==> src/rtl/smuc_pkg.sv <==
// Shared types and constants for the sorted merge with unknown compaction.
// Used by smuc_front, smuc_cmdq, smuc_back and the top level; no dependencies.
package smuc_pkg;

    localparam int SEQ_W    = 15;
    localparam int LOC_W    = 31;
    localparam int KEY_W    = SEQ_W + LOC_W;
    localparam int ALLELE_W = 8;
    localparam int PROD_W   = 8;
    localparam int STRAIN_W = 15;

    typedef logic [KEY_W-1:0] key_t;

    // Previous key after reset: no key seen yet
    localparam key_t NO_KEY = '1;

    // Input operation codes
    localparam logic [1:0] OP_ROW_A = 2'd0;
    localparam logic [1:0] OP_ROW_B = 2'd1;
    localparam logic [1:0] OP_END_A = 2'd2;
    localparam logic [1:0] OP_END_B = 2'd3;

    // Result kinds
    localparam logic [1:0] KIND_ALLELE  = 2'd0;
    localparam logic [1:0] KIND_UNKNOWN = 2'd1;
    localparam logic [1:0] KIND_REJECT  = 2'd2;

    localparam logic signed [PROD_W-1:0] PRODUCT_COUNT = -8'sd1;
    localparam logic [STRAIN_W-1:0]      COUNT_MAX     = '1;

    // Work handed from the front to the back
    typedef enum logic [1:0] {
        CMD_ROW    = 2'd0,
        CMD_FLUSH  = 2'd1,
        CMD_REJECT = 2'd2
    } cmd_kind_t;

    typedef struct packed {
        cmd_kind_t                   kind;
        logic                        end_item;
        key_t                        key;
        logic [ALLELE_W-1:0]         allele;
        logic signed [PROD_W-1:0]    product;
        logic [STRAIN_W-1:0]         strain;
    } cmd_t;

    typedef struct packed {
        logic [1:0]                  kind;
        key_t                        key;
        logic [ALLELE_W-1:0]         allele;
        logic signed [PROD_W-1:0]    product;
        logic [STRAIN_W-1:0]         strain;
        logic                        last;
    } res_t;

    typedef struct packed {
        logic [STRAIN_W-1:0]         strain_a;
        logic [STRAIN_W-1:0]         strain_b;
    } cfg_t;

endpackage

==> src/rtl/smuc_front.sv <==
// Front end: accepts items, keeps the two head rows and the end marks,
// and issues merge commands in order. Depends on smuc_pkg.
module smuc_front
    import smuc_pkg::*;
(
    input  logic                        clk,
    input  logic                        rst_n,
    input  logic                        push,
    output logic                        full,
    input  logic [1:0]                  op,
    input  logic [SEQ_W-1:0]            seq,
    input  logic [LOC_W-1:0]            loc,
    input  logic [ALLELE_W-1:0]         allele,
    input  logic signed [PROD_W-1:0]    product,
    input  logic [STRAIN_W-1:0]         strain,
    input  cfg_t                        cfg,
    input  logic                        q_full,
    output logic                        q_push,
    output cmd_t                        q_data
);

    logic [1:0]                 hv_reg, hv_next;
    logic [1:0]                 ended_reg, ended_next;
    key_t                       hkey_reg [2];
    logic [ALLELE_W-1:0]        hallele_reg [2];
    logic signed [PROD_W-1:0]   hprod_reg [2];
    logic [STRAIN_W-1:0]        hstrain_reg [2];

    logic                       b_first;
    logic                       proc_valid;
    logic                       proc_sel;
    logic                       fin_cond;
    logic                       work;
    logic [1:0]                 hv_after;
    logic                       work_after;
    logic                       accept;
    logic                       side;
    logic                       is_row;
    logic                       reject;
    logic [STRAIN_W-1:0]        sub_strain;
    logic [STRAIN_W-1:0]        row_strain;

    function automatic logic pending(input logic [1:0] v, input logic [1:0] e);
        pending = (v[0] && v[1]) || (v[0] && e[1]) || (v[1] && e[0])
               || (e[0] && e[1] && !v[0] && !v[1]);
    endfunction

    // Merge decision: smaller key first, A on a tie
    always_comb
    begin
        b_first    = hkey_reg[1] < hkey_reg[0];
        proc_valid = 1'b0;
        proc_sel   = 1'b0;
        if (hv_reg[0] && hv_reg[1])
        begin
            proc_valid = 1'b1;
            proc_sel   = b_first;
        end
        else if (hv_reg[0] && ended_reg[1])
        begin
            proc_valid = 1'b1;
            proc_sel   = 1'b0;
        end
        else if (hv_reg[1] && ended_reg[0])
        begin
            proc_valid = 1'b1;
            proc_sel   = 1'b1;
        end
        fin_cond   = ended_reg[0] && ended_reg[1] && !hv_reg[0] && !hv_reg[1];
        work       = proc_valid || fin_cond;
        hv_after   = hv_reg & (proc_sel ? 2'b01 : 2'b10);
        work_after = pending(hv_after, ended_reg);
    end

    assign full       = work || q_full;
    assign accept     = push && !full;
    assign side       = op[0];
    assign is_row     = (op == OP_ROW_A) || (op == OP_ROW_B);
    assign reject     = is_row ? (hv_reg[side] || ended_reg[side]) : ended_reg[side];
    assign sub_strain = side ? cfg.strain_b : cfg.strain_a;
    assign row_strain = (sub_strain != '0) ? sub_strain : strain;

    always_comb
    begin
        q_push     = 1'b0;
        q_data     = '0;
        hv_next    = hv_reg;
        ended_next = ended_reg;
        if (work)
        begin
            if (!q_full)
            begin
                q_push = 1'b1;
                if (proc_valid)
                begin
                    q_data.kind     = CMD_ROW;
                    q_data.end_item = !work_after;
                    q_data.key      = proc_sel ? hkey_reg[1] : hkey_reg[0];
                    q_data.allele   = proc_sel ? hallele_reg[1] : hallele_reg[0];
                    q_data.product  = proc_sel ? hprod_reg[1] : hprod_reg[0];
                    q_data.strain   = proc_sel ? hstrain_reg[1] : hstrain_reg[0];
                    hv_next         = hv_after;
                end
                else
                begin
                    q_data.kind     = CMD_FLUSH;
                    q_data.end_item = 1'b1;
                    q_data.key      = NO_KEY;
                    ended_next      = 2'b00;
                end
            end
        end
        else if (accept)
        begin
            if (reject)
            begin
                q_push          = 1'b1;
                q_data.kind     = CMD_REJECT;
                q_data.end_item = 1'b1;
                q_data.key      = {seq, loc};
                q_data.allele   = allele;
                q_data.product  = product;
                q_data.strain   = strain;
            end
            else if (is_row)
            begin
                hv_next[side] = 1'b1;
            end
            else
            begin
                ended_next[side] = 1'b1;
            end
        end
    end

    always_ff @(posedge clk or negedge rst_n)
    begin
        if (!rst_n)
        begin
            hv_reg    <= 2'b00;
            ended_reg <= 2'b00;
        end
        else
        begin
            hv_reg    <= hv_next;
            ended_reg <= ended_next;
        end
    end

    // Head payload: load on a granted row, no reset
    always_ff @(posedge clk)
    begin
        if (!work && accept && !reject && is_row)
        begin
            if (side)
            begin
                hkey_reg[1]    <= {seq, loc};
                hallele_reg[1] <= allele;
                hprod_reg[1]   <= product;
                hstrain_reg[1] <= row_strain;
            end
            else
            begin
                hkey_reg[0]    <= {seq, loc};
                hallele_reg[0] <= allele;
                hprod_reg[0]   <= product;
                hstrain_reg[0] <= row_strain;
            end
        end
    end

endmodule

==> src/rtl/smuc_cmdq.sv <==
// Two-entry command queue between the front and the back.
// Depends on smuc_pkg for the command type.
module smuc_cmdq
    import smuc_pkg::*;
(
    input  logic    clk,
    input  logic    rst_n,
    input  logic    wr_en,
    input  cmd_t    wr_data,
    output logic    full,
    input  logic    rd_en,
    output cmd_t    rd_data,
    output logic    empty
);

    cmd_t       mem_reg [2];
    logic       wr_ptr_reg;
    logic       rd_ptr_reg;
    logic [1:0] cnt_reg, cnt_next;
    logic       do_wr;
    logic       do_rd;

    assign full    = (cnt_reg == 2'd2);
    assign empty   = (cnt_reg == 2'd0);
    assign do_wr   = wr_en && !full;
    assign do_rd   = rd_en && !empty;
    assign rd_data = mem_reg[rd_ptr_reg];

    always_comb
    begin
        cnt_next = cnt_reg + {1'b0, do_wr} - {1'b0, do_rd};
    end

    always_ff @(posedge clk or negedge rst_n)
    begin
        if (!rst_n)
        begin
            wr_ptr_reg <= 1'b0;
            rd_ptr_reg <= 1'b0;
            cnt_reg    <= 2'd0;
        end
        else
        begin
            if (do_wr)
            begin
                wr_ptr_reg <= !wr_ptr_reg;
            end
            if (do_rd)
            begin
                rd_ptr_reg <= !rd_ptr_reg;
            end
            cnt_reg <= cnt_next;
        end
    end

    always_ff @(posedge clk)
    begin
        if (do_wr)
        begin
            mem_reg[wr_ptr_reg] <= wr_data;
        end
    end

endmodule

==> src/rtl/smuc_back.sv <==
// Back end: carries out merge commands, compacts unknown rows per key and
// queues results with the end-of-item mark. Depends on smuc_pkg.
module smuc_back
    import smuc_pkg::*;
(
    input  logic    clk,
    input  logic    rst_n,
    input  cmd_t    cmd,
    input  logic    cmd_empty,
    output logic    cmd_pop,
    input  logic    pop,
    output logic    empty,
    output res_t    res
);

    key_t                   prev_key_reg, prev_key_next;
    logic [STRAIN_W-1:0]    count_reg, count_next;
    logic                   hold_valid_reg, hold_valid_next;
    res_t                   hold_reg, hold_next;
    logic                   drain_reg, drain_next;

    res_t                   omem_reg [2];
    logic                   owr_ptr_reg;
    logic                   ord_ptr_reg;
    logic [1:0]             ocnt_reg;

    logic                   ospace;
    logic                   o_push;
    res_t                   o_data;
    logic                   o_pop;

    logic                   key_diff;
    logic [STRAIN_W-1:0]    base;
    logic [STRAIN_W:0]      sum;
    logic [STRAIN_W-1:0]    sat_count;
    res_t                   flush_res;
    res_t                   row_res;
    res_t                   rej_res;
    res_t                   cand;
    logic                   cv;
    logic                   fin;
    logic                   fin_item;

    assign empty  = (ocnt_reg == 2'd0);
    assign o_pop  = pop && !empty;
    assign ospace = (ocnt_reg != 2'd2) || pop;
    assign res    = omem_reg[ord_ptr_reg];

    always_comb
    begin
        key_diff  = cmd.key != prev_key_reg;
        base      = key_diff ? '0 : count_reg;
        sum       = {1'b0, base} + ((cmd.product == PRODUCT_COUNT)
                    ? {1'b0, cmd.strain} : {{STRAIN_W{1'b0}}, 1'b1});
        sat_count = sum[STRAIN_W] ? COUNT_MAX : sum[STRAIN_W-1:0];

        flush_res = '{kind: KIND_UNKNOWN, key: prev_key_reg, allele: '0,
                      product: PRODUCT_COUNT, strain: count_reg, last: 1'b0};
        row_res   = '{kind: KIND_ALLELE, key: cmd.key, allele: cmd.allele,
                      product: cmd.product, strain: cmd.strain, last: 1'b0};
        rej_res   = '{kind: KIND_REJECT, key: cmd.key, allele: cmd.allele,
                      product: cmd.product, strain: cmd.strain, last: 1'b0};
    end

    always_comb
    begin
        cmd_pop         = 1'b0;
        prev_key_next   = prev_key_reg;
        count_next      = count_reg;
        hold_valid_next = hold_valid_reg;
        hold_next       = hold_reg;
        drain_next      = drain_reg;
        o_push          = 1'b0;
        o_data          = hold_reg;
        cand            = row_res;
        cv              = 1'b0;
        fin             = 1'b0;
        fin_item        = 1'b0;
        if (ospace)
        begin
            if (drain_reg)
            begin
                // close the item: the held result carries the end mark
                o_push          = 1'b1;
                o_data.last     = 1'b1;
                hold_valid_next = 1'b0;
                drain_next      = 1'b0;
            end
            else if (!cmd_empty)
            begin
                case (cmd.kind)
                    CMD_ROW:
                    begin
                        prev_key_next = cmd.key;
                        count_next    = (cmd.allele != '0) ? base : sat_count;
                        if (key_diff && count_reg != '0)
                        begin
                            // flush first; an allele row stays queued and is replayed after the flush
                            cv   = 1'b1;
                            cand = flush_res;
                            fin  = (cmd.allele == '0);
                        end
                        else
                        begin
                            cv   = (cmd.allele != '0);
                            cand = row_res;
                            fin  = 1'b1;
                        end
                    end
                    CMD_FLUSH:
                    begin
                        cv            = (count_reg != '0);
                        cand          = flush_res;
                        prev_key_next = NO_KEY;
                        count_next    = '0;
                        fin           = 1'b1;
                    end
                    CMD_REJECT:
                    begin
                        cv   = 1'b1;
                        cand = rej_res;
                        fin  = 1'b1;
                    end
                    default:
                    begin
                        fin = 1'b1;
                    end
                endcase
                cmd_pop  = fin;
                fin_item = fin && cmd.end_item;
                if (cv)
                begin
                    if (hold_valid_reg)
                    begin
                        o_push          = 1'b1;
                        hold_next       = cand;
                        hold_valid_next = 1'b1;
                        drain_next      = fin_item;
                    end
                    else if (fin_item)
                    begin
                        o_push      = 1'b1;
                        o_data      = cand;
                        o_data.last = 1'b1;
                    end
                    else
                    begin
                        hold_next       = cand;
                        hold_valid_next = 1'b1;
                    end
                end
                else if (fin_item && hold_valid_reg)
                begin
                    o_push          = 1'b1;
                    o_data.last     = 1'b1;
                    hold_valid_next = 1'b0;
                end
            end
        end
    end

    always_ff @(posedge clk or negedge rst_n)
    begin
        if (!rst_n)
        begin
            prev_key_reg   <= NO_KEY;
            count_reg      <= '0;
            hold_valid_reg <= 1'b0;
            drain_reg      <= 1'b0;
            owr_ptr_reg    <= 1'b0;
            ord_ptr_reg    <= 1'b0;
            ocnt_reg       <= 2'd0;
        end
        else
        begin
            prev_key_reg   <= prev_key_next;
            count_reg      <= count_next;
            hold_valid_reg <= hold_valid_next;
            drain_reg      <= drain_next;
            if (o_push)
            begin
                owr_ptr_reg <= !owr_ptr_reg;
            end
            if (o_pop)
            begin
                ord_ptr_reg <= !ord_ptr_reg;
            end
            ocnt_reg <= ocnt_reg + {1'b0, o_push} - {1'b0, o_pop};
        end
    end

    always_ff @(posedge clk)
    begin
        hold_reg <= hold_next;
        if (o_push)
        begin
            omem_reg[owr_ptr_reg] <= o_data;
        end
    end

    a_drain_has_hold: assert property (@(posedge clk) disable iff (!rst_n)
        drain_reg |-> hold_valid_reg)
        else $error("drain pending without a held result");

    a_flush_clears: assert property (@(posedge clk) disable iff (!rst_n)
        (cmd_pop && !cmd_empty && cmd.kind == CMD_FLUSH)
        |=> (count_reg == '0 && prev_key_reg == NO_KEY))
        else $error("final flush left compaction state behind");

    a_reject_no_hold: assert property (@(posedge clk) disable iff (!rst_n)
        (!cmd_empty && !drain_reg && cmd.kind == CMD_REJECT) |-> !hold_valid_reg)
        else $error("reject reached while an earlier item is still open");

    a_ocnt_range: assert property (@(posedge clk) disable iff (!rst_n)
        ocnt_reg != 2'd3)
        else $error("result queue count out of range");

endmodule

==> src/rtl/sorted_merge_with_unknown_compaction.sv <==
// Top level of the two-way sorted merge with unknown-row compaction.
// Holds the APB registers and joins smuc_front, smuc_cmdq and smuc_back (smuc_pkg).
//
// The block merges two key-sorted row streams, A and B, into one stream sorted
// by (seq, loc), A first on a tie, and folds rows with a zero allele into one
// compacted row per key (kind 1, product -1, strain holding the saturated
// count). Input and output both look like queues: an item transfers on push
// with full low, a result on pop with empty low; last marks the final result
// of each input item, and a rejected item gives exactly one kind 2 result that
// echoes its fields. An item that releases heads holds the input after its
// transfer while the front hands each released head to the command queue; a
// row that only parks in its head, and a rejected item, do not hold it; an item
// that ends both streams holds it also for the final flush command. The back
// handles the queued commands in order, replaying an allele row that forces a
// compaction flush ahead of itself, and marks an item's last result in a separate
// step when it follows a held result. The front waits
// for room in the two-entry command queue, the back for room in the two-entry
// result queue, so each side stalls on its own. strain_id_a (0x0) and
// strain_id_b (0x4) replace the strain of accepted rows when nonzero; write
// them only while the block is idle.
module sorted_merge_with_unknown_compaction
    import smuc_pkg::*;
(
    input  logic                        clk,
    input  logic                        rst_n,
    // input queue
    input  logic                        push,
    output logic                        full,
    input  logic [1:0]                  op,
    input  logic [SEQ_W-1:0]            seq,
    input  logic [LOC_W-1:0]            loc,
    input  logic [ALLELE_W-1:0]         allele,
    input  logic signed [PROD_W-1:0]    product,
    input  logic [STRAIN_W-1:0]         strain,
    // result queue
    output logic                        empty,
    input  logic                        pop,
    output logic [1:0]                  kind,
    output logic [SEQ_W-1:0]            out_seq,
    output logic [LOC_W-1:0]            out_loc,
    output logic [ALLELE_W-1:0]         out_allele,
    output logic signed [PROD_W-1:0]    out_product,
    output logic [STRAIN_W-1:0]         out_strain,
    output logic                        last,
    // configuration
    input  logic                        psel,
    input  logic                        penable,
    input  logic                        pwrite,
    input  logic [2:0]                  paddr,
    input  logic [31:0]                 pwdata,
    output logic [31:0]                 prdata,
    output logic                        pready
);

    localparam logic REG_STRAIN_A = 1'b0;
    localparam logic REG_STRAIN_B = 1'b1;

    logic [STRAIN_W-1:0]    strain_a_reg;
    logic [STRAIN_W-1:0]    strain_b_reg;
    logic                   cfg_wr;
    cfg_t                   cfg;

    logic                   q_push;
    cmd_t                   q_wr_data;
    logic                   q_full;
    logic                   q_pop;
    cmd_t                   q_rd_data;
    logic                   q_empty;
    res_t                   res;

    assign pready = 1'b1;
    assign cfg_wr = psel && penable && pwrite && pready;

    // Register writes: address bit 2 picks the register
    always_ff @(posedge clk or negedge rst_n)
    begin
        if (!rst_n)
        begin
            strain_a_reg <= '0;
            strain_b_reg <= '0;
        end
        else if (cfg_wr)
        begin
            case (paddr[2])
                REG_STRAIN_A: strain_a_reg <= pwdata[STRAIN_W-1:0];
                REG_STRAIN_B: strain_b_reg <= pwdata[STRAIN_W-1:0];
                default:      strain_a_reg <= strain_a_reg;
            endcase
        end
    end

    always_comb
    begin
        case (paddr[2])
            REG_STRAIN_A: prdata = {{(32-STRAIN_W){1'b0}}, strain_a_reg};
            REG_STRAIN_B: prdata = {{(32-STRAIN_W){1'b0}}, strain_b_reg};
            default:      prdata = '0;
        endcase
    end

    assign cfg.strain_a = strain_a_reg;
    assign cfg.strain_b = strain_b_reg;

    // Front: accept, reject or park the item and issue merge commands
    smuc_front u_front (
        .clk     (clk),
        .rst_n   (rst_n),
        .push    (push),
        .full    (full),
        .op      (op),
        .seq     (seq),
        .loc     (loc),
        .allele  (allele),
        .product (product),
        .strain  (strain),
        .cfg     (cfg),
        .q_full  (q_full),
        .q_push  (q_push),
        .q_data  (q_wr_data)
    );

    // Hold commands between the two sides
    smuc_cmdq u_cmdq (
        .clk     (clk),
        .rst_n   (rst_n),
        .wr_en   (q_push),
        .wr_data (q_wr_data),
        .full    (q_full),
        .rd_en   (q_pop),
        .rd_data (q_rd_data),
        .empty   (q_empty)
    );

    // Back: compact unknowns and queue results
    smuc_back u_back (
        .clk       (clk),
        .rst_n     (rst_n),
        .cmd       (q_rd_data),
        .cmd_empty (q_empty),
        .cmd_pop   (q_pop),
        .pop       (pop),
        .empty     (empty),
        .res       (res)
    );

    assign kind        = res.kind;
    assign out_seq     = res.key[KEY_W-1:LOC_W];
    assign out_loc     = res.key[LOC_W-1:0];
    assign out_allele  = res.allele;
    assign out_product = res.product;
    assign out_strain  = res.strain;
    assign last        = res.last;

endmodule

==> config.mk <==
export PLATFORM = sky130hd
export DESIGN_NAME = sorted_merge_with_unknown_compaction
export DESIGN_NICKNAME = d
export VERILOG_FILES = /design/src/rtl/smuc_pkg.sv /design/src/rtl/smuc_front.sv /design/src/rtl/smuc_cmdq.sv /design/src/rtl/smuc_back.sv /design/src/rtl/sorted_merge_with_unknown_compaction.sv
export SDC_FILE = /design/constraint.sdc
export NUM_CORES = 1
export LEC_CHECK = 0
export ABC_CLOCK_PERIOD_IN_PS = 21200
export BUFFER_PORTS_ARGS = -buffer_cell sky130_fd_sc_hd__clkbuf_2
export CAP_MARGIN = 30
export CORE_MARGIN = 5
export CORE_UTILIZATION = 44
export CTS_CLUSTER_SIZE = 14
export DETAILED_ROUTE_END_ITERATION = 16
export GPL_TIMING_DRIVEN = 0
export PLACE_DENSITY = 0.6
export SYNTH_ARGS = -nofsm -noshare
export SYNTH_HDL_FRONTEND = slang
export SYNTH_SLANG_ARGS = --single-unit
==> constraint.sdc <==
create_clock -name clk -period 21.2 [get_ports clk]
set_input_delay 3.18 -clock clk [delete_from_list [all_inputs] [get_ports clk]]
set_output_delay 3.18 -clock clk [all_outputs]
set_load 0.01 [all_outputs]
Word-level counts from Yosys, hierarchy flattened
Memories as Yosys holds them, arrays and structs flattened.
Cells that the tools add are included.
{"block": "word_totals", "out_inout_bits": 115, "mem_bits_rw": 474, "inputBits": 121, "ff_bits": 185, "memories": 6}
{"memory": "u_back.omem_reg", "depth": 2, "word_bits": 80, "rd": 1, "rd_ports_with_merged_regs": 0, "write_ports": 1, "line": "smuc_back.sv:22", "rtl": "res_t omem_reg [2];"}
{"memory": "u_cmdq.mem_reg", "depth": 2, "word_bits": 80, "rd": 1, "rd_ports_with_merged_regs": 0, "write_ports": 1, "line": "smuc_cmdq.sv:16", "rtl": "cmd_t mem_reg [2];"}
{"memory": "u_front.hkey_reg", "depth": 2, "word_bits": 46, "rd": 2, "rd_ports_with_merged_regs": 0, "write_ports": 1, "line": "smuc_front.sv:24", "rtl": "key_t hkey_reg [2];"}
{"memory": "u_front.hstrain_reg", "depth": 2, "word_bits": 15, "rd": 2, "rd_ports_with_merged_regs": 0, "write_ports": 1, "line": "smuc_front.sv:27", "rtl": "logic [STRAIN_W-1:0] hstrain_reg [2];"}
{"memory": "u_front.hallele_reg", "depth": 2, "word_bits": 8, "rd": 2, "rd_ports_with_merged_regs": 0, "write_ports": 1, "line": "smuc_front.sv:25", "rtl": "logic [ALLELE_W-1:0] hallele_reg [2];"}
{"memory": "u_front.hprod_reg", "depth": 2, "word_bits": 8, "rd": 2, "rd_ports_with_merged_regs": 0, "write_ports": 1, "line": "smuc_front.sv:26", "rtl": "logic signed [PROD_W-1:0] hprod_reg [2];"}
{"block": "op_classes", "n_eq_ne": 14, "n_mux": 113, "order_cmp": 3, "add_sub_neg": 5, "reduce_logical": 70, "n_bitwise": 6}
{"op": "2-to-1 mux 80 bit", "n": 10}
{"op": "one-hot mux 80 bit (3 select lines)", "n": 1}
{"op": "2-to-1 mux 79 bit", "n": 3}
{"op": "2-to-1 mux 15 bit", "n": 8}
{"op": "2-to-1 mux 46 bit", "n": 2}
{"op": "one-hot mux 46 bit (2 select lines)", "n": 1}
{"op": "2-to-1 mux 1 bit", "n": 65}
{"op": "one-hot mux 32 bit (2 select lines)", "n": 1}
{"op": "2-to-1 mux 48 bit", "n": 1}
{"op": "less-than comparator 46 bit", "n": 1}
{"op": "!= test 46 bit", "n": 1}
{"op": "OR reduction 46 bit", "n": 1}
{"op": "2-to-1 mux 8 bit", "n": 4}
{"op": "2-to-1 mux 31 bit", "n": 1}
{"op": "one-hot mux 15 bit (2 select lines)", "n": 1}
{"op": "nonzero test 15 bit", "n": 2}
{"op": "2-to-1 mux 2 bit", "n": 13}
{"op": "logical AND 1 bit", "n": 24}
{"op": "adder 15 x 16 -> 16 bit", "n": 1}
{"op": "OR reduction 8 bit", "n": 2}
{"op": "zero test 1 bit", "n": 15}
{"op": "AND reduction 5 bit", "n": 3}
{"op": "OR reduction 15 bit", "n": 1}
{"op": "equality test 8 x 1 -> 1 bit (second input constant)", "n": 1}
{"op": "other kinds (22)", "n": 48}

Longest topological paths before layout
Gate-level depths: netlist of the first run.
An unclocked memory read counts as a cell.
{"block": "logic_depth", "depth_word": 17, "ltp_mapped": 20}

Hierarchy
Synthesis of the first run repeated with hierarchy kept, for this count alone.
{"block": "unflattened", "hier_cells": 2086, "hier_area_um2": 30526.8}
{"module": "smuc_back", "n_inst": 1, "area_per_inst_um2": 14522.7, "seq_area_each_um2": 8911.0, "cells_per_inst": 1040}
{"module": "smuc_front", "n_inst": 1, "area_per_inst_um2": 8111.5, "seq_area_each_um2": 4724.5, "cells_per_inst": 678}
{"module": "smuc_cmdq", "n_inst": 1, "area_per_inst_um2": 6371.1, "seq_area_each_um2": 4904.7, "cells_per_inst": 267}
{"module": "sorted_merge_with_unknown_compaction", "n_inst": 1, "area_per_inst_um2": 1521.5, "seq_area_each_um2": 750.7, "cells_per_inst": 101}

Least setup slack after synthesis of the first run
Ideal clock, no wire load.
{"block": "synth_timing", "kind": "input to register", "startpoint": "in op[0]", "endpoint": "mem u_front.hallele_reg[1][2], in the netlist u_front.hallele_reg[0][10], enable pin", "cell_stages": 4, "path_slack_ns": 9.358, "t_arrival_ns": 11.137, "path_cell_list": "clkbuf_1 > buf_1 > nand2_1 > nor4_1"}
{"block": "synth_between", "elab_chain_cells": 11, "elab_cells_between_ends": 21}
{"element": "from (decl)", "line": "sorted_merge_with_unknown_compaction.sv:29", "rtl": "input logic [1:0] op,"}
{"element": "2-to-1 mux 1 bit (not written as such) (2 in a row)", "line": "smuc_front.sv:79", "rtl": "assign reject = is_row ? (hv_reg[side] || ended_reg[side]) : ended_reg[side];"}
{"element": "logical OR 1 bit", "line": "smuc_front.sv:79"}
{"element": "2-to-1 mux 1 bit", "line": "smuc_front.sv:79"}
{"element": "zero test 1 bit", "line": "smuc_front.sv:153", "rtl": "if (!work && accept && !reject && is_row)"}
{"element": "logical AND 1 bit (2 in a row)", "line": "smuc_front.sv:153"}
{"element": "2-to-1 mux 1 bit", "line": "smuc_front.sv:153"}
{"element": "2-to-1 mux 1 bit (not written as such)", "line": "smuc_front.sv:165", "rtl": "hallele_reg[0] <= allele;"}
{"element": "OR reduction 8 bit (no line)"}
{"element": "2-to-1 mux 1 bit (no line)"}
{"element": "to (decl)", "line": "smuc_front.sv:25"}
Several ways; a longest one is shown, not always the timed one. The select of a mux whose other input is x is not followed.

Final worst setup path of the first run
{"block": "layout_timing", "startpoint": "in paddr[2]", "endpoint": "out prdata[13]"}
{"block": "layout_between", "elab_chain_cells": 2}
{"element": "from (decl)", "line": "sorted_merge_with_unknown_compaction.sv:49", "rtl": "input logic [2:0] paddr,"}
{"element": "inverter 1 bit (no line)"}
{"element": "one-hot mux 32 bit (2 select lines) *", "line": "sorted_merge_with_unknown_compaction.sv:94", "rtl": "case (paddr[2])"}
{"element": "to (decl)", "line": "sorted_merge_with_unknown_compaction.sv:51", "rtl": "output logic [31:0] prdata,"}
Every way passes the cells marked *; elsewhere a longest branch is shown, timed or not. The select of a mux whose other input is x is not followed.

==> PnR_summary.wiki, run 1 <==
{| class="wikitable"
! Metric !! Value
|-
| Post-detailed-route via-to-cell ratio || 5.43
|-
| Antenna-violating nets left || 0
|-
| Initial antenna violation count || 4
|-
| Clk Latency, worst-skew pair || 0.61 ns
|-
| Chip Width || 268 um
|-
| Setup repair after global routing missed its margin || no
|-
| Critical-path cell list || clkbuf_1 -> clkbuf_1 -> mux2_2 -> clkbuf_2
|-
| Max Root-Sink Buffers || 3
|-
| Placed wire-length estimate after detailed placement || 50700 um
|-
| Proportion of register bits with asynchronous set or reset after synthesis || 16.0%
|-
| Number of core rows || 94
|-
| Pre-antenna DRT Iters || 7
|-
| Sinks on Clock Net || 658
|-
| Setup_tns || 0 ns
|-
| Final-stage net count || 2584
|-
| Number of pins exceeding their max-slew limit in the final report || 0
|-
| Highest ir drop seen on vdd || 80.9 uV
|-
| Average footprint of a synthesized cell || 14.1 sq um
|-
| Global-route wire length before repair || 106000 um
|-
| Worst Reg2Reg Path Length in Cells || 20
|-
| Power density over cell area || 176 nW/um^2
|-
| Routed metal-1 wirelength || 32200 um
|-
| Layout cells sized above 1 || 26.3%
|-
| Data required time at the worst endpoint || 18.02 ns
|-
| Area share of the leading cell type in the synthesized netlist || 56.5%
|-
| Worst setup path endpoint || prdata[13]
|-
| Clock tree from TritonCTS || done
|-
| Total DRC errors in the routed layout || 0
|-
| Overall track demand over capacity in global routing || 18.9%
|-
| Met2 WL || 31300 um
|-
| Number of enable flip-flop cells after synthesis || 553
|-
| Slowest stage cell, crit path || sky130_fd_sc_hd__clkbuf_1
|-
| Vertical die dimension || 268 um
|-
| Clock slew at the register clock pins of the worst setup and hold paths || 0.06 ns
|-
| Area growth syn-to-layout || 16.5%
|-
| Worst-case register-to-register setup slack || 15.12 ns
|-
| Kind of path behind the tightest hold check || reg2reg
|-
| IO Pins || 236
|-
| Most instantiated flip-flop cell in the synthesis netlist || sky130_fd_sc_hd__edfxtp_1
|-
| Most common cell after layout, fill and taps aside || sky130_fd_sc_hd__edfxtp_1
|-
| Min cycle time layout || 7.73 ns
|-
| Wire length on met3 || 3570 um
|-
| Largest net degree at the start of global routing || 106
|-
| Max Fclk || 129 MHz
|-
| Number of instances in the synthesized netlist || 2088
|-
| Area of the die || 72000 sq um
|-
| Vias in the first global route || 18000
|-
| Synth area leader || sky130_fd_sc_hd__edfxtp_1
|-
| Skew final || 0.0234 ns
|-
| Most used cells in the layout excluding fill and tap cells || sky130_fd_sc_hd__edfxtp_1 (553), sky130_fd_sc_hd__clkbuf_2 (197), sky130_fd_sc_hd__mux2_2 (186)
|-
| Largest stage delay on the critical path || 0.52 ns
|-
| Quantity of gates resized following cts || 0
|-
| Fillers || 5605
|-
| Max Cap Viol || 0
|-
| Total vias in the final route || 18000
|-
| Signal arrival time at the worst endpoint || 4.55 ns
|-
| Routed wire length per instance || 20.8 um
|-
| Count of endpoints failing hold in the final timing report || 0
|-
| Top cells by area in the synthesized netlist || sky130_fd_sc_hd__edfxtp_1 (57%), sky130_fd_sc_hd__mux2_2 (7.1%), sky130_fd_sc_hd__dfrtp_1 (5.0%), sky130_fd_sc_hd__dfstp_2 (4.1%), sky130_fd_sc_hd__mux2i_1 (3.6%)
|-
| Port Buffers || 196
|-
| Initial core utilization || 44.5%
|-
| Mapped cell area || 29400 sq um
|-
| Slew at the pin closest to its max-slew limit || 1.08 ns
|-
| 1st-iter DRT viols || 1247
|-
| Global route total overflow || 0
|-
| Number of distinct standard cells referenced by the synthesized netlist || 63
|-
| Final setup margin || 13.47 ns
|-
| Capturing point of the worst reg2reg path || u_back.count_reg[9]
|-
| Pre-CTS setup slack || 13.45 ns
|-
| Final cycle utilization of the critical path || 36.5%
|-
| Static Leak || 12.7 nW
|-
| Outcome || completed
|-
| TritonCTS Buffers || 70
|-
| Final count of negative-setup-slack endpoints || 0
|-
| CP Max Fanout || 10
|-
| Total core area || 66000 sq um
|-
| Htree depth || 3
|-
| Worst slew margin relative to its limit || 27.4%
|-
| Category of the most critical setup path || in2out
|-
| Source of the worst register-to-register timing path || u_cmdq.rd_ptr_reg
|-
| Warning count from the yosys run || 0
|-
| Category of the worst setup path launch point || input pin
|-
| Number of storage elements in the synthesis netlist || 658
|-
| Cts hold-fix bufs || 0
|-
| Setup Fix Bufs, Post-CTS || 0
|-
| Source of the critical timing path || paddr[2]
|-
| Portion of the post-synthesis area used by sequential elements || 65.7%
|-
| Cell at the root of the clock tree || sky130_fd_sc_hd__clkbuf_16
|-
| Highest signal layer in the routed design || met5
|-
| Global placer's final weighted congestion || 0.884
|-
| Final Routed Wirelength || 69000 um
|-
| Crit path capture type || primary output
|-
| Most Frequent Cell on Critical Path || sky130_fd_sc_hd__clkbuf_1
|}
-- Yosys cell counts (5+ instances only) --
library cell / n
sky130_fd_sc_hd__nand3_1: 51
sky130_fd_sc_hd__nand4_1: 18
sky130_fd_sc_hd__nor4_1: 30
sky130_fd_sc_hd__ha_1: 64
sky130_fd_sc_hd__o311ai_0: 45
sky130_fd_sc_hd__o21a_1: 9
sky130_fd_sc_hd__mux2_2: 186
sky130_fd_sc_hd__inv_1: 54
sky130_fd_sc_hd__nand2_1: 93
sky130_fd_sc_hd__mux2i_2: 6
sky130_fd_sc_hd__nor2b_1: 28
sky130_fd_sc_hd__buf_6: 8
sky130_fd_sc_hd__buf_2: 15
sky130_fd_sc_hd__nor3_1: 7
sky130_fd_sc_hd__xnor2_1: 60
sky130_fd_sc_hd__edfxtp_1: 553
sky130_fd_sc_hd__buf_1: 6
sky130_fd_sc_hd__a21oi_1: 127
sky130_fd_sc_hd__a221o_1: 15
sky130_fd_sc_hd__and2_1: 18
sky130_fd_sc_hd__mux2_1: 19
sky130_fd_sc_hd__mux2i_1: 106
sky130_fd_sc_hd__a21oi_2: 11
sky130_fd_sc_hd__o21ai_0: 51
sky130_fd_sc_hd__dfrtp_1: 59
sky130_fd_sc_hd__nor2_1: 168
sky130_fd_sc_hd__nand2b_1: 5
sky130_fd_sc_hd__buf_4: 26
sky130_fd_sc_hd__a31oi_1: 49
sky130_fd_sc_hd__clkbuf_1: 77
sky130_fd_sc_hd__dfstp_2: 46
sky130_fd_sc_hd__xor2_1: 6
sky130_fd_sc_hd__a21o_1: 10
sky130_fd_sc_hd__o221ai_1: 15
-- critical path, delay by kind of cell --
family | cells | cell delay (ns)
multiplexers | 1 | 0.42
buffers and inverters | 3 | 0.95
-- where the power goes --
group,internal (mW),leakage (nW),total [mW],switching (mW)
registers,2.26,6.37,2.42,0.164
logic,0.838,5.15,2.40,1.57
clock network,0.720,1.14,1.21,0.487
-- area by class of cell --
class / count / area [sq um] / area share [%]
antenna: 2 / 5.00 / 0.0146
buffer: 132 / 672 / 1.96
clock buffer: 88 / 1890 / 5.52
clock inverter: 39 / 402 / 1.17
inverter: 55 / 206 / 0.603
multi-input combinational: 1259 / 9310 / 27.2
sequential: 658 / 19300 / 56.4
tap: 864 / 1080 / 3.16
timing repair buffer: 222 / 1370 / 4.00
-- logic make-up after synthesis --
group,Yosys count,synth area share [%]
DFF,658,65.7
and+or+nand+nor,434,6.90
AOI/OAI and AO/OA,358,7.86
muxes,317,11.8
buffers and inverters,187,2.99
adders and majority gates,66,2.83
xor gates and xnor gates,66,1.97
other,2,0.0256
-- how the worst min path moves through the flow --
| stage | start | endpoint | slack [ns] | cells past startpoint |
|---|---|---|---|---|
| 2_1_floorplan | u_back.owr_ptr_reg | u_back.owr_ptr_reg | 0.46 | 1 |
| 3_3_place_gp | u_back.owr_ptr_reg | u_back.owr_ptr_reg | 0.47 | 1 |
| 3_5_place_dp | u_back.prev_key_reg[18] | u_back.prev_key_reg[18] | 0.51 | 2 |
| 4_1_cts | u_back.prev_key_reg[18] | u_back.prev_key_reg[18] | 0.52 | 2 |
| 5_1_grt | u_back.prev_key_reg[18] | u_back.prev_key_reg[18] | 0.53 | 2 |
| 6_report | u_back.prev_key_reg[6] | u_back.prev_key_reg[6] | 0.52 | 2 |
-- metrics by stage --
stage	instance area [sq um]	std cells	hold WS (ns)	util, %	power (mW)
global route	34200	3319	0.534	51.9	6.38
global placement	31500	3164	0.475	47.7	4.81
detailed placement	31900	3188	0.506	48.4	4.86
floorplan	29400	2104	0.461	-	3.97
CTS	34200	3315	0.515	51.9	6.09
finish	34200	3319	0.516	51.9	6.03
-- metal layers --
metal	track usage (%)	vias to the layer above
li1	-	8530
met1	27.6	8843
met2	29.2	532
met3	3.13	109
met4	6.09	4
met5	0	-
Power figures use the tool's default switching activity.
==> run 2, diff against run 1 <==
--- a/config.mk
+++ b/config.mk
@@ -5,7 +5,7 @@
 export SDC_FILE = /design/constraint.sdc
 export NUM_CORES = 1
 export LEC_CHECK = 0
-export ABC_CLOCK_PERIOD_IN_PS = 21200
+export ABC_CLOCK_PERIOD_IN_PS = 7800
 export BUFFER_PORTS_ARGS = -buffer_cell sky130_fd_sc_hd__clkbuf_2
 export CAP_MARGIN = 30
 export CORE_MARGIN = 5
==> constraint.sdc (replaced) <==
create_clock -name clk -period 7.8 [get_ports clk]
set_input_delay 1.17 -clock clk [delete_from_list [all_inputs] [get_ports clk]]
set_output_delay 1.17 -clock clk [all_outputs]
set_load 0.01 [all_outputs]
==> run 2 against run 1 <==
Compared with the run above:
- clock power rose to 2.9 times the previous value
- highest routed layer unchanged
- die area stayed put
- largest power group unchanged
- largest cell class unchanged
- worst hold slack got worse by 0.0033 ns
==> PnR_summary.wiki, run 2 (same netlist as run 1, synthesis figures left out) <==
{| class="wikitable"
! Metric !! Value
|-
| Outcome || completed (unchanged)
|-
| Chip Width || 268 um (unchanged)
|-
| Antenna-violating nets left || 0 (unchanged)
|-
| Htree depth || 3 (unchanged)
|-
| Pre-antenna DRT Iters || 5 (was 7)
|-
| Clk Latency, worst-skew pair || 0.60 ns (was 0.61 ns)
|-
| Family with the most delay on the worst path || compound AO/OA/AOI/OAI gates (was buffers and inverters)
|-
| Post-route non-filler standard cell count || 3317 (was 3319)
|-
| Cell at the root of the clock tree || sky130_fd_sc_hd__clkbuf_16 (unchanged)
|-
| Crit path capture type || flip-flop (was primary output)
|-
| Max Fclk || 166 MHz
|-
| Critical-path cell list || buf_6 -> buf_6 -> mux2i_1 -> xnor2_1 -> nor4_1 -> nand4_1 -> nor3_4 -> clkbuf_1 -> and2_1 -> ha_1 -> a21o_1 -> a21oi_1 -> o21a_1 -> nor3_1 -> a211oi_1 -> o31ai_1 -> a211o_1 -> clkbuf_1 -> o221ai_1 -> nand2_1 (was clkbuf_1 -> clkbuf_1 -> mux2_2 -> clkbuf_2)
|-
| 1st-iter DRT viols || 1189 (was 1247)
|-
| Final total power || 16.6 mW (was 6.03 mW)
|-
| Worst slew margin relative to its limit || 22.8% (was 27.4%)
|-
| Signal arrival time at the worst endpoint || 6.50 ns (was 4.55 ns)
|-
| Placed Instances || 3184 (was 3188)
|-
| Total DRC errors in the routed layout || 0 (unchanged)
|-
| Global placer's final weighted congestion || 0.873 (was 0.884)
|-
| Final-stage net count || 2581 (was 2584)
|-
| Cts hold-fix bufs || 0 (unchanged)
|-
| IO Pins || 236 (unchanged)
|-
| Largest stage delay on the critical path || 0.59 ns (was 0.52 ns)
|-
| Vias in the first global route || 18200 (was 18000)
|-
| Most common cell after layout, fill and taps aside || sky130_fd_sc_hd__edfxtp_1 (unchanged)
|-
| Setup repair after global routing missed its margin || no (unchanged)
|-
| Category of the most critical setup path || reg2reg (was in2out)
|-
| Total area of sequential cells || 19300 sq um (unchanged)
|-
| Area growth syn-to-layout || 17.0% (was 16.5%)
|-
| Pre-CTS setup slack || 1.76 ns (was 13.45 ns)
|-
| Count of endpoints failing hold in the final timing report || 0 (unchanged)
|-
| Slowest stage cell, crit path || sky130_fd_sc_hd__mux2i_1 (was sky130_fd_sc_hd__clkbuf_1)
|-
| Net Sw Power || 6.06 mW (was 2.22 mW)
|-
| Max Cap Viol || 0 (unchanged)
|-
| Worst Path Buf+Inv || 4 (was 3)
|-
| Internal Dissipation || 10.6 mW (was 3.82 mW)
|-
| Final count of negative-setup-slack endpoints || 0 (unchanged)
|-
| Sequential share of power || 39.6% (was 40.2%)
|-
| Slew at the pin closest to its max-slew limit || 1.14 ns (was 1.08 ns)
|-
| Share of power burned in combinational logic || 39.4% (was 39.8%)
|-
| Number of core rows || 94 (unchanged)
|-
| Total vias in the final route || 18000 (about the same)
|-
| Global-route wire length before repair || 107000 um (was 106000 um)
|-
| Total core area || 66000 sq um (unchanged)
|-
| Fillers || 5540 (was 5605)
|-
| Final setup margin || 1.77 ns (was 13.47 ns)
|-
| Routed wire length per instance || 20.8 um (about the same)
|-
| Final Routed Wirelength || 69100 um (was 69000 um)
|-
| Setup Fix Bufs, Post-CTS || 0 (unchanged)
|-
| Number of pins exceeding their max-slew limit in the final report || 0 (unchanged)
|-
| Final core area utilization || 52.1% (was 51.9%)
|-
| Clock tree from TritonCTS || done (unchanged)
|-
| Data required time at the worst endpoint || 8.28 ns (was 18.02 ns)
|-
| Quantity of gates resized following cts || 0 (unchanged)
|-
| Layout cells sized above 1 || 26.2% (was 26.3%)
|-
| Total area of multi-input combinational cells || 9320 sq um (was 9310 sq um)
|-
| Overall track demand over capacity in global routing || 19.0% (was 18.9%)
|-
| Final cycle utilization of the critical path || 77.3%
|-
| Max Root-Sink Buffers || 3 (unchanged)
|-
| Largest net degree at the start of global routing || 106 (unchanged)
|-
| Global route total overflow || 0 (unchanged)
|-
| Switching power share of the total || 36.4% (was 36.7%)
|-
| Clock power frac || 21.0% (was 20.0%)
|-
| TritonCTS Buffers || 70 (unchanged)
|-
| Power density over cell area || 483 nW/um^2 (was 176 nW/um^2)
|-
| Area of the die || 72000 sq um (unchanged)
|-
| CP Max Fanout || 10 (unchanged)
|-
| Sinks on Clock Net || 658 (unchanged)
|-
| Vertical die dimension || 268 um (unchanged)
|-
| Initial antenna violation count || 4 (unchanged)
|-
| Port Buffers || 196 (unchanged)
|-
| Most used cells in the layout excluding fill and tap cells || sky130_fd_sc_hd__edfxtp_1 (553), sky130_fd_sc_hd__clkbuf_2 (198), sky130_fd_sc_hd__mux2_2 (186) (was sky130_fd_sc_hd__edfxtp_1 (553), sky130_fd_sc_hd__clkbuf_2 (197), sky130_fd_sc_hd__mux2_2 (186))
|-
| Final standard cell area without fillers || 34400 sq um (was 34200 sq um)
|-
| Skew final || 0.0218 ns (was 0.0234 ns)
|-
| Kind of path behind the tightest hold check || reg2reg (unchanged)
|-
| Initial core utilization || 44.5% (unchanged)
|-
| Highest ir drop seen on vdd || 206 uV (was 80.9 uV)
|-
| Static Leak || 12.7 nW (about the same)
|-
| Clock slew at the register clock pins of the worst setup and hold paths || 0.06 ns (about the same)
|-
| Category of the worst setup path launch point || flip-flop (was input pin)
|-
| Placed wire-length estimate after detailed placement || 50300 um (was 50700 um)
|-
| Min cycle time layout || 6.03 ns
|-
| Cell area after placement || 31900 sq um (about the same)
|-
| Post-detailed-route via-to-cell ratio || 5.44 (was 5.43)
|}
run 2: changes by cell type in the layout (fill, tap and decap cells not counted), sizes merged:
| cell | delta |
|---|---|
| bufinv | +6 |
| buf | -4 |
| clkinvlp | +5 |
| diode | +1 |
| clkinv | -4 |
| inv | +1 |
| clkbuf | -7 |
run 2: worst min-delay path: cells and delay by family (launching register included):
family | cells | cell delay, ns
DFF | 1 | 0.38
AOI/OAI and AO/OA | 1 | 0.04
and+or+nand+nor | 1 | 0.09
run 2: area by class of cell:
type | count | area share (%)
Multi-Input combinational cell | 1259 | 27.1
Tap cell | 864 | 3.14
Timing Repair Buffer | 219 | 4.00
Clock inverter | 47 | 1.70
Clock buffer | 80 | 5.36
Buffer | 132 | 1.95
Inverter | 55 | 0.600
Antenna cell | 3 | 0.0218
Sequential cell | 658 | 56.1
run 2: metal layers:
metal	vias to the layer above	GRT usage, %	routed length [um]
li1	8521	-	-
met5	-	0	13
met2	503	29.5	31700
met4	2	5.50	1470
met3	89	2.79	3570
met1	8927	28.3	32300
run 2: final timing paths:
check                                        start                      end  slack, ns  depth (start not counted)
setup / recovery                 u_cmdq.rd_ptr_reg      u_back.count_reg[3]       1.77                         20
hold / removal             u_back.prev_key_reg[31]  u_back.prev_key_reg[31]       0.51                          2
setup reg to reg                 u_cmdq.rd_ptr_reg      u_back.count_reg[3]       1.77                         20
hold reg to reg            u_back.prev_key_reg[31]  u_back.prev_key_reg[31]       0.51                          2
max in group asynchronous                    rst_n      u_back.count_reg[7]       6.68                          2
min in group asynchronous                    rst_n          strain_a_reg[0]       0.63                          2
run 2: through the flow:
stage	hold WS [ns]	TNS, ns
2_1_floorplan	0.461	0
3_3_place_gp	0.477	-398.30
3_5_place_dp	0.505	0
4_1_cts	0.514	0
5_1_grt	0.523	0
6_report	0.512	0
run 2: power groups by stage:
stage / Sequential (mW) / Combinational [mW] / Clock [mW]
2_1_floorplan: 6.67 / 4.12 / 0
3_3_place_gp: 6.84 / 6.22 / 0
3_5_place_dp: 6.65 / 6.56 / 0
4_1_cts: 6.59 / 6.61 / 3.57
5_1_grt: 6.71 / 7.14 / 3.73
6_report: 6.58 / 6.55 / 3.49
==> run 3, diff against run 2 <==
--- a/config.mk
+++ b/config.mk
@@ -5,7 +5,7 @@
 export SDC_FILE = /design/constraint.sdc
 export NUM_CORES = 1
 export LEC_CHECK = 0
-export ABC_CLOCK_PERIOD_IN_PS = 7800
+export ABC_CLOCK_PERIOD_IN_PS = 5600
 export BUFFER_PORTS_ARGS = -buffer_cell sky130_fd_sc_hd__clkbuf_2
 export CAP_MARGIN = 30
 export CORE_MARGIN = 5
==> constraint.sdc (replaced) <==
create_clock -name clk -period 5.6 [get_ports clk]
set_input_delay 0.84 -clock clk [delete_from_list [all_inputs] [get_ports clk]]
set_output_delay 0.84 -clock clk [all_outputs]
set_load 0.01 [all_outputs]
==> run 3 against run 2 <==
Compared with the run above:
- sequential power up 40%
- die area unchanged
- clock skew is 0.0016 ns higher
- critical path depth unchanged
- routed wire length up 0.56%
- critical endpoint unchanged
- largest power group is now combinational cells
==> PnR_summary.wiki, run 3 (same netlist as run 1, synthesis figures left out) <==
{| class="wikitable"
! Metric !! Value
|-
| Clock slew at the register clock pins of the worst setup and hold paths || 0.06 ns (about the same)
|-
| Vertical die dimension || 268 um (unchanged)
|-
| Final standard cell area without fillers || 34300 sq um (was 34400 sq um)
|-
| Final-stage net count || 2584 (was 2581)
|-
| Fillers || 5518 (was 5540)
|-
| Total core area || 66000 sq um (unchanged)
|-
| Initial core utilization || 44.5% (unchanged)
|-
| Total DRC errors in the routed layout || 0 (unchanged)
|-
| Setup repair after global routing missed its margin || no (unchanged)
|-
| Most common cell after layout, fill and taps aside || sky130_fd_sc_hd__edfxtp_1 (unchanged)
|-
| Number of core rows || 94 (unchanged)
|-
| Routing layer with the top usage in global route || met2 (unchanged)
|-
| Initial antenna violation count || 3 (was 4)
|-
| Slew at the pin closest to its max-slew limit || 1.07 ns (was 1.14 ns)
|-
| Category of the most critical setup path || reg2reg (unchanged)
|-
| Antenna-violating nets left || 0 (unchanged)
|-
| Final core area utilization || 52.0% (was 52.1%)
|-
| Data required time at the worst endpoint || 6.09 ns (was 8.28 ns)
|-
| Htree depth || 3 (unchanged)
|-
| Power density over cell area || 665 nW/um^2 (was 483 nW/um^2)
|-
| Chip Width || 268 um (unchanged)
|-
| Family with the most delay on the worst path || compound AO/OA/AOI/OAI gates (unchanged)
|-
| Worst Path Buf+Inv || 4 (unchanged)
|-
| Final count of negative-setup-slack endpoints || 0 (unchanged)
|-
| Count of endpoints failing hold in the final timing report || 0 (unchanged)
|-
| Critical-path cell list || buf_6 -> buf_6 -> mux2i_2 -> xnor2_1 -> nor4_2 -> nand4_1 -> nor3_4 -> clkbuf_2 -> and2_1 -> ha_1 -> a21o_1 -> a21oi_1 -> o21a_1 -> nor3_2 -> a211oi_2 -> o31ai_1 -> a211o_1 -> clkbuf_2 -> o221ai_1 -> nand2_1 (was buf_6 -> buf_6 -> mux2i_1 -> xnor2_1 -> nor4_1 -> nand4_1 -> nor3_4 -> clkbuf_1 -> and2_1 -> ha_1 -> a21o_1 -> a21oi_1 -> o21a_1 -> nor3_1 -> a211oi_1 -> o31ai_1 -> a211o_1 -> clkbuf_1 -> o221ai_1 -> nand2_1)
|-
| Final total power || 22.8 mW (was 16.6 mW)
|-
| Crit path capture type || flip-flop (unchanged)
|-
| Total area of sequential cells || 19300 sq um (unchanged)
|-
| Global route total overflow || 0 (unchanged)
|-
| Pre-antenna DRT Iters || 5 (unchanged)
|-
| Clock tree from TritonCTS || done (unchanged)
|-
| Slowest stage cell, crit path || sky130_fd_sc_hd__a211o_1 (was sky130_fd_sc_hd__mux2i_1)
|-
| Number of pins exceeding their max-slew limit in the final report || 0 (unchanged)
|-
| IO Pins || 236 (unchanged)
|-
| Max Root-Sink Buffers || 3 (unchanged)
|-
| Port Buffers || 196 (unchanged)
|-
| Final cycle utilization of the critical path || 95.6% (was 77.3%)
|-
| Category of the worst setup path launch point || flip-flop (unchanged)
|-
| Area of the die || 72000 sq um (unchanged)
|-
| Met2 demand-to-capacity share in global routing || 29.4% (was 29.5%)
|-
| Overall track demand over capacity in global routing || 19.1% (was 19.0%)
|-
| Final Routed Wirelength || 69500 um (was 69100 um)
|-
| Static Leak || 12.6 nW (was 12.7 nW)
|-
| Skew final || 0.0234 ns (was 0.0218 ns)
|-
| CP Max Fanout || 10 (unchanged)
|-
| Kind of path behind the tightest hold check || in2async (was reg2reg)
|-
| Signal arrival time at the worst endpoint || 5.84 ns (was 6.50 ns)
|-
| Min cycle time layout || 5.35 ns (was 6.03 ns)
|-
| Total vias in the final route || 17900 (was 18000)
|-
| Worst slew margin relative to its limit || 27.7% (was 22.8%)
|-
| Max Fclk || 187 MHz (was 166 MHz)
|-
| Cell at the root of the clock tree || sky130_fd_sc_hd__clkbuf_16 (unchanged)
|-
| Layout cells sized above 1 || 27.1% (was 26.2%)
|-
| Placed wire-length estimate after detailed placement || 50800 um (was 50300 um)
|-
| Total area of multi-input combinational cells || 9430 sq um (was 9320 sq um)
|-
| Max Cap Viol || 0 (unchanged)
|-
| Global Route met3 Usage || 3.04% (was 2.79%)
|-
| Area growth syn-to-layout || 16.7% (was 17.0%)
|-
| Post-detailed-route via-to-cell ratio || 5.39 (was 5.44)
|-
| Setup_tns || 0 ns (unchanged)
|-
| Routed wire length per instance || 20.9 um (was 20.8 um)
|-
| Global routing usage on met1 || 28.4% (was 28.3%)
|-
| Largest net degree at the start of global routing || 106 (unchanged)
|-
| TritonCTS Buffers || 70 (unchanged)
|-
| Most used cells in the layout excluding fill and tap cells || sky130_fd_sc_hd__edfxtp_1 (553), sky130_fd_sc_hd__clkbuf_2 (200), sky130_fd_sc_hd__mux2_2 (186) (was sky130_fd_sc_hd__edfxtp_1 (553), sky130_fd_sc_hd__clkbuf_2 (198), sky130_fd_sc_hd__mux2_2 (186))
|-
| Sinks on Clock Net || 658 (unchanged)
|-
| Source of the critical timing path || u_cmdq.rd_ptr_reg (unchanged)
|-
| Global-route wire length before repair || 107000 um (about the same)
|-
| Clk Latency, worst-skew pair || 0.61 ns (was 0.60 ns)
|-
| Global placer's final weighted congestion || 0.885 (was 0.873)
|-
| Largest stage delay on the critical path || 0.41 ns (was 0.59 ns)
|-
| 1st-iter DRT viols || 1381 (was 1189)
|-
| Outcome || completed (unchanged)
|-
| Source of the worst register-to-register timing path || u_cmdq.rd_ptr_reg (unchanged)
|-
| Cell area after placement || 31900 sq um (unchanged)
|-
| Vias in the first global route || 18100 (was 18200)
|-
| Highest ir drop seen on vdd || 289 uV (was 206 uV)
|}
run 3: cell count changes in the layout (fill, tap and decap cells not counted), moves of 4 or more:
cell / before / now
sky130_fd_sc_hd__buf_4: 27 / 31
sky130_fd_sc_hd__bufinv_16: 13 / 2
sky130_fd_sc_hd__clkbuf_1: 84 / 97
sky130_fd_sc_hd__clkbuf_8: 2 / 8
sky130_fd_sc_hd__clkinv_1: 12 / 7
sky130_fd_sc_hd__mux2i_1: 106 / 88
sky130_fd_sc_hd__mux2i_2: 6 / 24
sky130_fd_sc_hd__nor4_1: 29 / 25
sky130_fd_sc_hd__nor4_2: 1 / 5
run 3: worst reg2reg max path, stage by stage (launching register included):
cell and delay (ns):
sky130_fd_sc_hd__dfrtp_1 0.34, sky130_fd_sc_hd__buf_6 0.13, sky130_fd_sc_hd__buf_6 0.20, sky130_fd_sc_hd__mux2i_2 0.40, sky130_fd_sc_hd__xnor2_1 0.16, sky130_fd_sc_hd__nor4_2 0.35
sky130_fd_sc_hd__nand4_1 0.33, sky130_fd_sc_hd__nor3_4 0.35, sky130_fd_sc_hd__clkbuf_2 0.30, sky130_fd_sc_hd__and2_1 0.23, sky130_fd_sc_hd__ha_1 0.26, sky130_fd_sc_hd__a21o_1 0.17
sky130_fd_sc_hd__a21oi_1 0.30, sky130_fd_sc_hd__o21a_1 0.17, sky130_fd_sc_hd__nor3_2 0.07, sky130_fd_sc_hd__a211oi_2 0.32, sky130_fd_sc_hd__o31ai_1 0.15, sky130_fd_sc_hd__a211o_1 0.41
sky130_fd_sc_hd__clkbuf_2 0.27, sky130_fd_sc_hd__o221ai_1 0.25, sky130_fd_sc_hd__nand2_1 0.08
run 3: metrics by stage:
| stage | instances | hold WS [ns] | setup slack (ns) |
|---|---|---|---|
| 2_1_floorplan | 2104 | 0.476 | 0.350 |
| 3_3_place_gp | 3164 | 0.491 | -1.89 |
| 3_5_place_dp | 3183 | 0.502 | -0.407 |
| 4_1_cts | 3311 | 0.298 | 0.106 |
| 5_1_grt | 3320 | 0.337 | 0.0307 |
| 6_report | 3320 | 0.297 | 0.249 |
run 3: repair_timing:
action / in CTS / in global routing
gates resized for setup: 23 / 7
hold buffers: 0 / 0
setup endpoints to repair: 15 / 13
buffers inserted: 0 / 5
endpoints found under the hold margin: 0 / 0
pin swaps: 1 / 3
run 3: worst paths after layout:
path / slack, ns / cells after the start / endpoint
min in group clk: 0.43 / 1 / u_front.hallele_reg[0][1]
worst max-delay path: 0.25 / 20 / u_back.count_reg[3]
worst min-delay path: 0.30 / 2 / strain_b_reg[13]
worst min register to register: 0.51 / 2 / u_back.count_reg[8]
max in group asynchronous: 4.84 / 2 / u_back.prev_key_reg[20]
worst max register to register: 0.25 / 20 / u_back.count_reg[3]
run 3: power breakdown:
| part | internal, mW | switching, mW |
|---|---|---|
| combinational | 3.24 | 5.99 |
| sequential | 8.55 | 0.645 |
| clock | 2.53 | 1.88 |
run 3: area by class of cell:
class	count	area share, %
timing repair buffer	222	4.10
clock inverter	29	0.784
sequential	658	56.2
inverter	55	0.602
buffer	132	1.97
multi-input combinational	1259	27.5
tap	864	3.15
antenna	2	0.0146
clock buffer	99	5.63
run 3: routing by layer:
layer,wire (um),vias to the layer above
met5,13,-
met4,1590,2
met3,3420,101
met2,31500,440
met1,32900,8847
li1,-,8507
